**config.mk**
```make
export PLATFORM = sky130hd
export DESIGN_NAME = running_mean_variance_minmax_flat
export DESIGN_NICKNAME = d
export VERILOG_FILES = /design/src/design/rmv_pkg.sv /design/src/design/rmv_if.sv /design/src/design/running_mean_variance_minmax.sv /design/src/design/rmv_ctrl.sv /design/src/design/rmv_dp.sv /design/src/flat_wrapper.sv
export SDC_FILE = /design/constraint.sdc
export NUM_CORES = 2
export LEC_CHECK = 0
export BUFFER_PORTS_ARGS = -buffer_cell sky130_fd_sc_hd__buf_2
export CORE_ASPECT_RATIO = 0.7
export CORE_UTILIZATION = 60
export CTS_CLUSTER_SIZE = 30
export DETAILED_ROUTE_END_ITERATION = 7
export PLACE_DENSITY = 0.77
export SYNTH_ARGS = -nofsm -noshare
export SYNTH_HDL_FRONTEND = slang
export SYNTH_SLANG_ARGS = --single-unit
```
**constraint.sdc**
```tcl
create_clock -name clock -period 14.5 [get_ports clock]
set_input_delay 2.175 -clock clock [delete_from_list [all_inputs] [get_ports clock]]
set_output_delay 2.175 -clock clock [all_outputs]
set_load 0.03 [all_outputs]
```
**src/design/rmv_pkg.sv**
```systemverilog
// Shared constants, types and command and status structs for the running statistics block.
`timescale 1ns / 1ps

package rmv_pkg;

   // Sample width actually used and fraction bits of the fixed-point mean.
   localparam int SAMPLE_BITS       = 32;
   localparam int FRAC_BITS         = 16;

   // Field widths at the channel boundary.
   localparam int SAMPLE_FIELD_BITS = 32;
   localparam int COUNT_BITS        = 32;
   localparam int MEAN_BITS         = 48;
   localparam int VAR_BITS          = 63;
   localparam int DEV_BITS          = 64;

   // Scaled sample, signed difference to the mean, and the full product.
   localparam int XF_BITS    = SAMPLE_BITS + FRAC_BITS;
   localparam int DELTA_BITS = ((XF_BITS > MEAN_BITS) ? XF_BITS : MEAN_BITS) + 1;
   localparam int PROD_BITS  = 2 * DELTA_BITS;

   // Divider dividend/quotient width and the step counter that walks it.
   localparam int DIV_BITS   = DEV_BITS;
   localparam int STEP_BITS  = $clog2(DIV_BITS);

   typedef enum logic [0:0] {
      OP_ADD   = 1'b0,
      OP_CLEAR = 1'b1
   } op_type;

   typedef enum logic [3:0] {
      ST_IDLE,
      ST_DIV_MEAN,
      ST_MEAN_UPD,
      ST_MUL_LOAD,
      ST_MUL_RUN,
      ST_ACC_UPD,
      ST_VAR_LOAD,
      ST_DIV_VAR,
      ST_FINISH
   } state_type;

   typedef struct packed {
      logic clear;
      logic start_add;
      logic div_step;
      logic mean_upd;
      logic mul_load;
      logic mul_step;
      logic acc_upd;
      logic var_load;
      logic load_out;
   } cmd_type;

   typedef struct packed {
      logic var_needed;
   } status_type;

endpackage

```
**src/design/rmv_if.sv**
```systemverilog
// Valid/ready channel interfaces for request and response transactions.
`timescale 1ns / 1ps

interface rmv_req_if import rmv_pkg::*; ();
   logic                                valid;
   logic                                ready;
   op_type                              operation;
   logic signed [SAMPLE_FIELD_BITS-1:0] sample;

   modport source (output valid, output operation, output sample, input ready);
   modport sink   (input valid, input operation, input sample, output ready);
endinterface

interface rmv_rsp_if import rmv_pkg::*; ();
   logic                                valid;
   logic                                ready;
   logic        [COUNT_BITS-1:0]        count;
   logic signed [MEAN_BITS-1:0]         mean_value;
   logic        [VAR_BITS-1:0]          variance;
   logic signed [SAMPLE_FIELD_BITS-1:0] minimum;
   logic signed [SAMPLE_FIELD_BITS-1:0] maximum;
   logic                                has_data;

   modport source (output valid, output count, output mean_value, output variance,
                   output minimum, output maximum, output has_data, input ready);
   modport sink   (input valid, input count, input mean_value, input variance,
                   input minimum, input maximum, input has_data, output ready);
endinterface

```
**src/design/running_mean_variance_minmax.sv**
```systemverilog
// Top level of the running mean / variance / min / max statistics block.
`timescale 1ns / 1ps

// Welford running statistics over signed samples. Each request transaction
// either adds one sample (operation 0) or clears everything (operation 1), and
// each one produces exactly one response transaction carrying the sample count
// (saturating), the mean in signed fixed point with FRAC_BITS fraction bits,
// the sample variance (deviation sum over count minus one, same fixed point,
// zero below two samples, saturating), the minimum, the maximum and a has_data
// flag. Items are processed one at a time. An add makes two passes through
// the one-bit-per-cycle restoring divider (mean update, then variance) and
// one pass through the one-bit-per-cycle shift-add multiplier for the
// squared-deviation term; with fewer than two samples the variance division
// is skipped. A clear goes straight from idle to the finish state. The
// response sits in an output register, so the next request is taken while an
// earlier response is still waiting on rsp_bus.ready.
module running_mean_variance_minmax import rmv_pkg::*; (
   input logic     clock,
   input logic     reset,
   rmv_req_if.sink   req_bus,
   rmv_rsp_if.source rsp_bus
);

   cmd_type    cmd;
   status_type status;

   // sequencer: handshakes and step control
   rmv_ctrl u_ctrl (
      .clock     (clock),
      .reset     (reset),
      .req_valid (req_bus.valid),
      .req_op    (req_bus.operation),
      .req_ready (req_bus.ready),
      .rsp_valid (rsp_bus.valid),
      .rsp_ready (rsp_bus.ready),
      .cmd       (cmd),
      .status    (status)
   );

   // arithmetic, statistics state and response payload register
   rmv_dp u_dp (
      .clock          (clock),
      .reset          (reset),
      .cmd            (cmd),
      .status         (status),
      .req_sample     (req_bus.sample),
      .rsp_count      (rsp_bus.count),
      .rsp_mean_value (rsp_bus.mean_value),
      .rsp_variance   (rsp_bus.variance),
      .rsp_minimum    (rsp_bus.minimum),
      .rsp_maximum    (rsp_bus.maximum),
      .rsp_has_data   (rsp_bus.has_data)
   );

endmodule

```
**src/design/rmv_ctrl.sv**
```systemverilog
// Sequencer: walks an add through divide, multiply, accumulate and, with two or more samples, divide.
`timescale 1ns / 1ps

module rmv_ctrl import rmv_pkg::*; (
   input  logic       clock,
   input  logic       reset,
   input  logic       req_valid,
   input  op_type     req_op,
   output logic       req_ready,
   output logic       rsp_valid,
   input  logic       rsp_ready,
   output cmd_type    cmd,
   input  status_type status
);

   state_type            state_ff, state_in;
   logic [STEP_BITS-1:0] step_ff, step_in;
   logic                 rsp_valid_ff, rsp_valid_in;

   always_ff @(posedge clock) begin
      if (reset) begin
         state_ff     <= ST_IDLE;
         step_ff      <= '0;
         rsp_valid_ff <= 1'b0;
      end else begin
         state_ff     <= state_in;
         step_ff      <= step_in;
         rsp_valid_ff <= rsp_valid_in;
      end
   end

   always_comb begin
      state_in     = state_ff;
      step_in      = step_ff;
      rsp_valid_in = rsp_valid_ff && !rsp_ready;
      cmd          = '0;
      req_ready    = 1'b0;
      unique case (state_ff)
         ST_IDLE: begin
            req_ready = 1'b1;
            if (req_valid) begin
               if (req_op == OP_CLEAR) begin
                  cmd.clear = 1'b1;
                  state_in  = ST_FINISH;
               end else begin
                  cmd.start_add = 1'b1;
                  step_in       = STEP_BITS'(DIV_BITS - 1);
                  state_in      = ST_DIV_MEAN;
               end
            end
         end
         ST_DIV_MEAN: begin
            cmd.div_step = 1'b1;
            if (step_ff == '0) state_in = ST_MEAN_UPD;
            else               step_in  = step_ff - 1'b1;
         end
         ST_MEAN_UPD: begin
            cmd.mean_upd = 1'b1;
            state_in     = ST_MUL_LOAD;
         end
         ST_MUL_LOAD: begin
            cmd.mul_load = 1'b1;
            step_in      = STEP_BITS'(DELTA_BITS - 1);
            state_in     = ST_MUL_RUN;
         end
         ST_MUL_RUN: begin
            cmd.mul_step = 1'b1;
            if (step_ff == '0) state_in = ST_ACC_UPD;
            else               step_in  = step_ff - 1'b1;
         end
         ST_ACC_UPD: begin
            cmd.acc_upd = 1'b1;
            if (status.var_needed) state_in = ST_VAR_LOAD;
            else                   state_in = ST_FINISH;
         end
         ST_VAR_LOAD: begin
            cmd.var_load = 1'b1;
            step_in      = STEP_BITS'(DIV_BITS - 1);
            state_in     = ST_DIV_VAR;
         end
         ST_DIV_VAR: begin
            cmd.div_step = 1'b1;
            if (step_ff == '0) state_in = ST_FINISH;
            else               step_in  = step_ff - 1'b1;
         end
         ST_FINISH: begin
            // wait for the output register to free up
            if (!rsp_valid_ff || rsp_ready) begin
               cmd.load_out = 1'b1;
               rsp_valid_in = 1'b1;
               state_in     = ST_IDLE;
            end
         end
         default: begin
            state_in = ST_IDLE;
         end
      endcase
   end

   assign rsp_valid = rsp_valid_ff;

`ifndef ASSERT_OFF
   a_clear_short: assert property (@(posedge clock) disable iff (reset)
      (state_ff == ST_IDLE && req_valid && req_op == OP_CLEAR) |=> state_ff == ST_FINISH)
      else $error("clear transaction did not go straight to finish");

   a_div_length: assert property (@(posedge clock) disable iff (reset)
      (state_ff == ST_IDLE && req_valid && req_op == OP_ADD)
         |=> ##(DIV_BITS) state_ff == ST_MEAN_UPD)
      else $error("mean division did not take the full step count");

   a_hold_finish: assert property (@(posedge clock) disable iff (reset)
      (state_ff == ST_FINISH && rsp_valid_ff && !rsp_ready) |=> state_ff == ST_FINISH)
      else $error("pending response overwritten");
`endif

endmodule

```
**src/design/rmv_dp.sv**
```systemverilog
// Datapath: statistics registers, shared radix-2 divider, shift-add multiplier.
`timescale 1ns / 1ps

module rmv_dp import rmv_pkg::*; (
   input  logic                                clock,
   input  logic                                reset,
   input  cmd_type                             cmd,
   output status_type                          status,
   input  logic signed [SAMPLE_FIELD_BITS-1:0] req_sample,
   output logic        [COUNT_BITS-1:0]        rsp_count,
   output logic signed [MEAN_BITS-1:0]         rsp_mean_value,
   output logic        [VAR_BITS-1:0]          rsp_variance,
   output logic signed [SAMPLE_FIELD_BITS-1:0] rsp_minimum,
   output logic signed [SAMPLE_FIELD_BITS-1:0] rsp_maximum,
   output logic                                rsp_has_data
);

   // statistics state
   logic        [COUNT_BITS-1:0]  count_ff;
   logic signed [MEAN_BITS-1:0]   mean_ff;
   logic        [DEV_BITS-1:0]    dev_ff;
   logic signed [SAMPLE_BITS-1:0] min_ff, max_ff;

   // per-transaction working registers
   logic signed [DELTA_BITS-1:0]  xf_ff;
   logic                          delta_neg_ff;
   logic        [DELTA_BITS-1:0]  delta_mag_ff;
   logic        [COUNT_BITS:0]    div_rem_ff;
   logic        [DIV_BITS-1:0]    div_quo_ff;
   logic        [COUNT_BITS-1:0]  div_den_ff;
   logic        [DELTA_BITS-1:0]  mul_a_ff;
   logic        [PROD_BITS-1:0]   mul_prod_ff;

   // output register
   logic        [COUNT_BITS-1:0]        out_count_ff;
   logic signed [MEAN_BITS-1:0]         out_mean_ff;
   logic        [VAR_BITS-1:0]          out_var_ff;
   logic signed [SAMPLE_FIELD_BITS-1:0] out_min_ff, out_max_ff;
   logic                                out_has_data_ff;

   logic signed [SAMPLE_BITS-1:0] sample_s;
   logic signed [DELTA_BITS-1:0]  xf_new, xf_src, mean_ext, diff_pos, diff_rev;
   logic                          diff_neg;
   logic        [DELTA_BITS-1:0]  diff_mag;
   logic        [COUNT_BITS-1:0]  count_next;
   logic        [COUNT_BITS:0]    div_shift;
   logic        [COUNT_BITS+1:0]  div_diff;
   logic        [DELTA_BITS:0]    mean_addend, mean_sum;
   logic        [DELTA_BITS-MEAN_BITS+1:0] mean_hi;
   logic signed [MEAN_BITS-1:0]   mean_sat;
   logic        [DELTA_BITS:0]    mul_sum;
   logic        [DEV_BITS-1:0]    acc_add;
   logic        [DEV_BITS:0]      acc_sum;
   logic        [VAR_BITS-1:0]    var_val;

   assign sample_s = req_sample[SAMPLE_BITS-1:0];
   assign xf_new   = DELTA_BITS'(sample_s) <<< FRAC_BITS;
   assign mean_ext = DELTA_BITS'(mean_ff);

   // one subtractor pair serves both delta (old mean) and the post-update difference
   assign xf_src   = cmd.start_add ? xf_new : xf_ff;
   assign diff_pos = xf_src - mean_ext;
   assign diff_rev = mean_ext - xf_src;
   assign diff_neg = diff_pos[DELTA_BITS-1];
   assign diff_mag = diff_neg ? diff_rev : diff_pos;

   assign count_next = (count_ff == '1) ? count_ff : count_ff + 1'b1;

   // restoring division step
   assign div_shift = {div_rem_ff[COUNT_BITS-1:0], div_quo_ff[DIV_BITS-1]};
   assign div_diff  = {1'b0, div_shift} - {2'b00, div_den_ff};

   // mean plus signed quotient, saturated to the mean range
   always_comb begin
      mean_addend = delta_neg_ff ? ~{1'b0, div_quo_ff[DELTA_BITS-1:0]}
                                 :  {1'b0, div_quo_ff[DELTA_BITS-1:0]};
      mean_sum    = (DELTA_BITS+1)'(mean_ff) + mean_addend
                    + (DELTA_BITS+1)'(delta_neg_ff);
      mean_hi     = mean_sum[DELTA_BITS:MEAN_BITS-1];
      if (mean_hi == '0 || mean_hi == '1)
         mean_sat = mean_sum[MEAN_BITS-1:0];
      else if (mean_sum[DELTA_BITS])
         mean_sat = {1'b1, {(MEAN_BITS-1){1'b0}}};
      else
         mean_sat = {1'b0, {(MEAN_BITS-1){1'b1}}};
   end

   assign mul_sum = {1'b0, mul_prod_ff[PROD_BITS-1:DELTA_BITS]} + {1'b0, mul_a_ff};

   // shifted product, saturated, then a saturating accumulate
   assign acc_add = (mul_prod_ff[PROD_BITS-1:FRAC_BITS+DEV_BITS] != '0) ? '1
                    : mul_prod_ff[FRAC_BITS+DEV_BITS-1:FRAC_BITS];
   assign acc_sum = {1'b0, dev_ff} + {1'b0, acc_add};

   assign status.var_needed = (count_ff > COUNT_BITS'(1));

   assign var_val = !status.var_needed ? '0
                    : (div_quo_ff[DIV_BITS-1:VAR_BITS] != '0) ? '1
                    : div_quo_ff[VAR_BITS-1:0];

   always_ff @(posedge clock) begin
      if (reset || cmd.clear) begin
         count_ff <= '0;
         mean_ff  <= '0;
         dev_ff   <= '0;
         min_ff   <= {1'b0, {(SAMPLE_BITS-1){1'b1}}};
         max_ff   <= {1'b1, {(SAMPLE_BITS-1){1'b0}}};
      end else begin
         if (cmd.start_add) begin
            count_ff <= count_next;
            if (sample_s < min_ff) min_ff <= sample_s;
            if (sample_s > max_ff) max_ff <= sample_s;
         end
         if (cmd.mean_upd) mean_ff <= mean_sat;
         if (cmd.acc_upd)  dev_ff  <= acc_sum[DEV_BITS] ? '1 : acc_sum[DEV_BITS-1:0];
      end
   end

   always_ff @(posedge clock) begin
      if (cmd.start_add) begin
         xf_ff        <= xf_new;
         delta_neg_ff <= diff_neg;
         delta_mag_ff <= diff_mag;
         div_rem_ff   <= '0;
         div_quo_ff   <= DIV_BITS'(diff_mag);
         div_den_ff   <= count_next;
      end else if (cmd.var_load) begin
         div_rem_ff   <= '0;
         div_quo_ff   <= dev_ff;
         div_den_ff   <= count_ff - 1'b1;
      end else if (cmd.div_step) begin
         div_rem_ff   <= div_diff[COUNT_BITS+1] ? div_shift : div_diff[COUNT_BITS:0];
         div_quo_ff   <= {div_quo_ff[DIV_BITS-2:0], !div_diff[COUNT_BITS+1]};
      end

      if (cmd.mul_load) begin
         mul_a_ff    <= delta_mag_ff;
         mul_prod_ff <= {{DELTA_BITS{1'b0}}, diff_mag};
      end else if (cmd.mul_step) begin
         if (mul_prod_ff[0])
            mul_prod_ff <= {mul_sum, mul_prod_ff[DELTA_BITS-1:1]};
         else
            mul_prod_ff <= {1'b0, mul_prod_ff[PROD_BITS-1:1]};
      end

      if (cmd.load_out) begin
         out_count_ff    <= count_ff;
         out_mean_ff     <= mean_ff;
         out_var_ff      <= var_val;
         out_min_ff      <= SAMPLE_FIELD_BITS'(min_ff);
         out_max_ff      <= SAMPLE_FIELD_BITS'(max_ff);
         out_has_data_ff <= (count_ff != '0);
      end
   end

   assign rsp_count      = out_count_ff;
   assign rsp_mean_value = out_mean_ff;
   assign rsp_variance   = out_var_ff;
   assign rsp_minimum    = out_min_ff;
   assign rsp_maximum    = out_max_ff;
   assign rsp_has_data   = out_has_data_ff;

`ifndef ASSERT_OFF
   a_min_le_max: assert property (@(posedge clock) disable iff (reset)
      (count_ff != '0) |-> (min_ff <= max_ff))
      else $error("minimum above maximum with samples present");

   a_count_mono: assert property (@(posedge clock) disable iff (reset)
      !cmd.clear |=> (count_ff >= $past(count_ff)))
      else $error("sample count went down without a clear");

   a_den_nonzero: assert property (@(posedge clock) disable iff (reset)
      cmd.div_step |-> (div_den_ff != '0))
      else $error("divider running with zero divisor");
`endif

endmodule
```
**src/flat_wrapper.sv**
```systemverilog
// flat-port wrapper written by rule: the top's interface ports become plain ports
module running_mean_variance_minmax_flat import rmv_pkg::*;
  (clock, reset, req_bus_valid, req_bus_operation, req_bus_sample, req_bus_ready, rsp_bus_valid, rsp_bus_count, rsp_bus_mean_value, rsp_bus_variance, rsp_bus_minimum, rsp_bus_maximum, rsp_bus_has_data, rsp_bus_ready);
  rmv_req_if req_bus_i ();
  rmv_rsp_if rsp_bus_i ();
  input logic clock;
  input logic reset;
  input wire logic [$bits(req_bus_i.valid)-1:0] req_bus_valid;
  input wire logic [$bits(req_bus_i.operation)-1:0] req_bus_operation;
  input wire logic [$bits(req_bus_i.sample)-1:0] req_bus_sample;
  output wire logic [$bits(req_bus_i.ready)-1:0] req_bus_ready;
  output wire logic [$bits(rsp_bus_i.valid)-1:0] rsp_bus_valid;
  output wire logic [$bits(rsp_bus_i.count)-1:0] rsp_bus_count;
  output wire logic [$bits(rsp_bus_i.mean_value)-1:0] rsp_bus_mean_value;
  output wire logic [$bits(rsp_bus_i.variance)-1:0] rsp_bus_variance;
  output wire logic [$bits(rsp_bus_i.minimum)-1:0] rsp_bus_minimum;
  output wire logic [$bits(rsp_bus_i.maximum)-1:0] rsp_bus_maximum;
  output wire logic [$bits(rsp_bus_i.has_data)-1:0] rsp_bus_has_data;
  input wire logic [$bits(rsp_bus_i.ready)-1:0] rsp_bus_ready;
  assign req_bus_i.valid = req_bus_valid;
  assign req_bus_i.operation = req_bus_operation;
  assign req_bus_i.sample = req_bus_sample;
  assign req_bus_ready = req_bus_i.ready;
  assign rsp_bus_valid = rsp_bus_i.valid;
  assign rsp_bus_count = rsp_bus_i.count;
  assign rsp_bus_mean_value = rsp_bus_i.mean_value;
  assign rsp_bus_variance = rsp_bus_i.variance;
  assign rsp_bus_minimum = rsp_bus_i.minimum;
  assign rsp_bus_maximum = rsp_bus_i.maximum;
  assign rsp_bus_has_data = rsp_bus_i.has_data;
  assign rsp_bus_i.ready = rsp_bus_ready;
  running_mean_variance_minmax u_core (.clock(clock), .reset(reset), .req_bus(req_bus_i), .rsp_bus(rsp_bus_i));
endmodule
```
==> flow_metrics.tcl <==
set metrics [dict create \
    nFillCells 6289 \
    hold_class "register to register" \
    synthMuxAreaShare 0.02574 \
    yosys.area_share.xor_xnor 0.05933 \
    setup_ws_ns 6.601 \
    syn_nets 5664 \
    die_area_sq_um 81110 \
    drc_errors 0 \
    power.density_nw_per_um2 170.6 \
    yosysSeqAreaShare 0.4254 \
    max_slew_margin 0.2005 \
    synth_cell_types 82 \
    gp_congestion 0.9904 \
    clock_skew_ns 0.03182 \
    postSynthCellCount 5259 \
    drt-vias-per-instance 6.395 \
    numCtsBuffers 79 \
    drtPass1Iterations 7 \
    finalSetupTns_ns 0 \
    whs_endpoint "u_core.u_dp.mul_a_ff[48]" \
    grt_pass1_wl_microns 223800 \
    antenna_found_initial 4 \
    final_nets 5745 \
    cap_violations 0 \
    cts_tree "done" \
    drv_slew 0 \
    synth_edf_count 437 \
    vias 41340 \
    leakagePower_uw 0.02321 \
    place_ws_ns 6.077 \
    gr-total-overflow 0 \
    cts_resized 0 \
    syn2layout_area_growth_pct 9.712 \
    hold_viol_final 0 \
    synth_area_per_cell_sq_um 9.123 \
    wl_per_cell_microns 22.89 \
    synth_compound_area_frac 0.1932 \
    timing.hold.ws_ns 0.4144 \
    hold_depth 0 \
    worst-path-max-fanout 61 \
    ios 247 \
    post-route-min-period_ns 7.899 \
    htreeDepth 3 \
    ys.flop_type "edfxtp_1" \
    synth_top_family_by_area "compound AO/OA/AOI/OAI gates" \
    r2r_start "u_core.u_ctrl.state_ff[0]" \
    synthArstFlopShare 0 \
    synth_area_leader_cell "edfxtp_1" \
    design.core.area_sq_um 78870 \
    synth_area_leaders "edfxtp_1, dfxtp_1, ha_1" \
    clk_path_buf_depth 3 \
    cp-start-kind "input port" \
    synth_top_area_frac 0.2735 \
    clkSlewWorstSetupHoldPaths_ns 0.07 \
    synthSimpleGateAreaFrac 0.1529 \
    drive_gt1_frac 0.08896 \
    dp.final_hpwl_microns 108400 \
    cp-end-kind "register" \
    vdd_drop_max_mv 0.1008 \
    die_y_microns 238.6 \
    drtIter0Drc 5435 \
    synth_adder_area_share 0.09691 \
    worst_slew_pin_slew_ns 1.199 \
    die_w_microns 340.0 \
    status "finished, final reports clean" \
    postCtsSetupBuffers 0 \
    yosysWarnings 0 \
    critPathRequiredTime_ns 14.89 \
    grt_max_degree 140 \
    ctsHoldBuffers 0 \
    yosysMostFrequentCell "nand2_1" \
    crit_type "input port to register" \
    grt_pass1_vias 37200 \
    critical_path_arrival_ns 8.29 \
    port_buffers 246 \
    finalSetupViolations 0 \
    rows 86 \
    netlist_top_cells_count "nand2_1, a21oi_1, nor2_1" \
    rr_endpoint "u_core.u_dp.div_quo_ff[40]" \
    ant_nets 0 \
    reg2regPathDepth 18 \
    fmax_mhz 126.6 \
    hold_path_startpoint "u_core.u_dp.delta_mag_ff[48]" \
    netlist_area_sq_um 47980 \
    start_util 0.6083 \
    rsz0062_at_grt "false" \
    clk_latency_ns 0.66 \
    r2r_slack_ns 7.21 \
    grt.total_usage 0.3549 \
    cts_sinks 801 \
    routed_wirelength_microns 148000 \
    ys_ff_latch 801 \
    period_share 0.5448 \
    clock_tree.root_cell "clkbuf_16" \
]
==> layout by cell type, fill, tap and decap left out, types with 59 or more instances in the layout <==
cell,n
nand2_1,528
a21oi_1,471
edfxtp_1,437
nor2_1,435
dfxtp_1,363
ha_1,362
o21ai_0,300
inv_1,287
buf_2,246
a21o_1,186
nand3_1,170
xnor2_1,168
xor2_1,157
mux2i_1,113
nand2b_1,97
a31oi_1,96
clkbuf_16,82
nand4_1,81
nor3_1,73
a221oi_1,59
==> final cells by class <==
| class | instances | area [sq um] | area share |
|---|---|---|---|
| Sequential cell | 801 | 20410 | 0.3878 |
| Timing Repair Buffer | 290 | 1574 | 0.02990 |
| Multi-Input combinational cell | 3876 | 25450 | 0.4835 |
| Inverter | 292 | 1099 | 0.02087 |
| Tap cell | 1056 | 1321 | 0.02510 |
| Antenna cell | 1 | 2.502 | 0.00004754 |
| Clock buffer | 108 | 2230 | 0.04236 |
| Clock inverter | 40 | 550.5 | 0.01046 |
==> how the worst max path moves through the flow <==
| stage | start | to | slack (ns) | cells past startpoint |
|---|---|---|---|---|
| 2_1_floorplan | rsp_bus_ready | u_core.u_dp.rsp_count[0] | 2.27 | 2 |
| 6_report | req_bus_operation | u_core.u_dp.div_quo_ff[40] | 6.60 | 18 |
| 5_1_grt | req_bus_operation | u_core.u_dp.mul_prod_ff[24] | 6.33 | 18 |
| 3_3_place_gp | req_bus_operation | u_core.u_dp.mul_prod_ff[24] | 6.19 | 18 |
| 3_5_place_dp | req_bus_operation | u_core.u_dp.mul_prod_ff[24] | 6.08 | 18 |
| 4_1_cts | req_bus_operation | u_core.u_dp.mul_prod_ff[24] | 6.79 | 18 |
==> metal layers <==
layer  share of wire  vias to the layer above  global-route usage
met5               0                        -                   0
met3            0.12                      249             0.08453
met4           0.028                        0             0.09637
li1                -                    19120                   -
met1            0.45                    19790              0.5454
met2            0.40                     2181              0.4911
==> critical path, stage by stage <==
cell and delay, ns:
buf_2 0.20, nand3b_4 0.65, buf_4 0.63, buf_4 0.52, nand2_1 0.15, inv_1 0.10
ha_1 0.31, nor2b_1 0.21, o31a_1 0.27, o21a_1 0.20, a2111o_1 0.45, a31o_2 0.31
a41oi_1 0.38, nand2_4 0.54, mux2i_1 0.43, o21ai_1 0.12, xnor2_1 0.43, a21oi_1 0.15
==> power breakdown <==
part	switching [uW]	internal [uW]	leakage [uW]
clock	951	1270	0.00134
combinational	2470	1330	0.0148
sequential	245	2700	0.00709
total	3670	5310	0.0232
==> kinds of logic after synthesis <==
family                   Yosys count
AND/OR/NAND/NOR                 1589
buffers and inverters            582
adder cells (fa/ha/maj)          368
flip-flops                       801
multiplexers                     122
XOR/XNOR                         325
AO/OA/AOI/OAI                   1472
==> sequential cells by signal (all words and copies together) (netlist names), 48 cells and up <==
register                    cells
u_core.u_dp.xf_ff              49
u_core.u_dp.mean_ff            48
u_core.u_dp.rsp_variance       63
u_core.u_dp.div_quo_ff         64
u_core.u_dp.dev_ff             64
u_core.u_dp.delta_mag_ff       49
u_core.u_dp.mul_a_ff           49
u_core.u_dp.rsp_mean_value     48
u_core.u_dp.mul_prod_ff        98
==> through the flow <==
step	std cells	util	total power, uW	area [sq um]
after detailed placement	6315	0.6321	6662	49850
after floorplan	5259	-	5699	47980
after global routing	6463	0.6673	9445	52630
after CTS	6463	0.6673	8884	52630
after global placement	6315	0.6321	6594	49850
final	6464	0.6673	8977	52640
(Power assumes the default switching activity.)
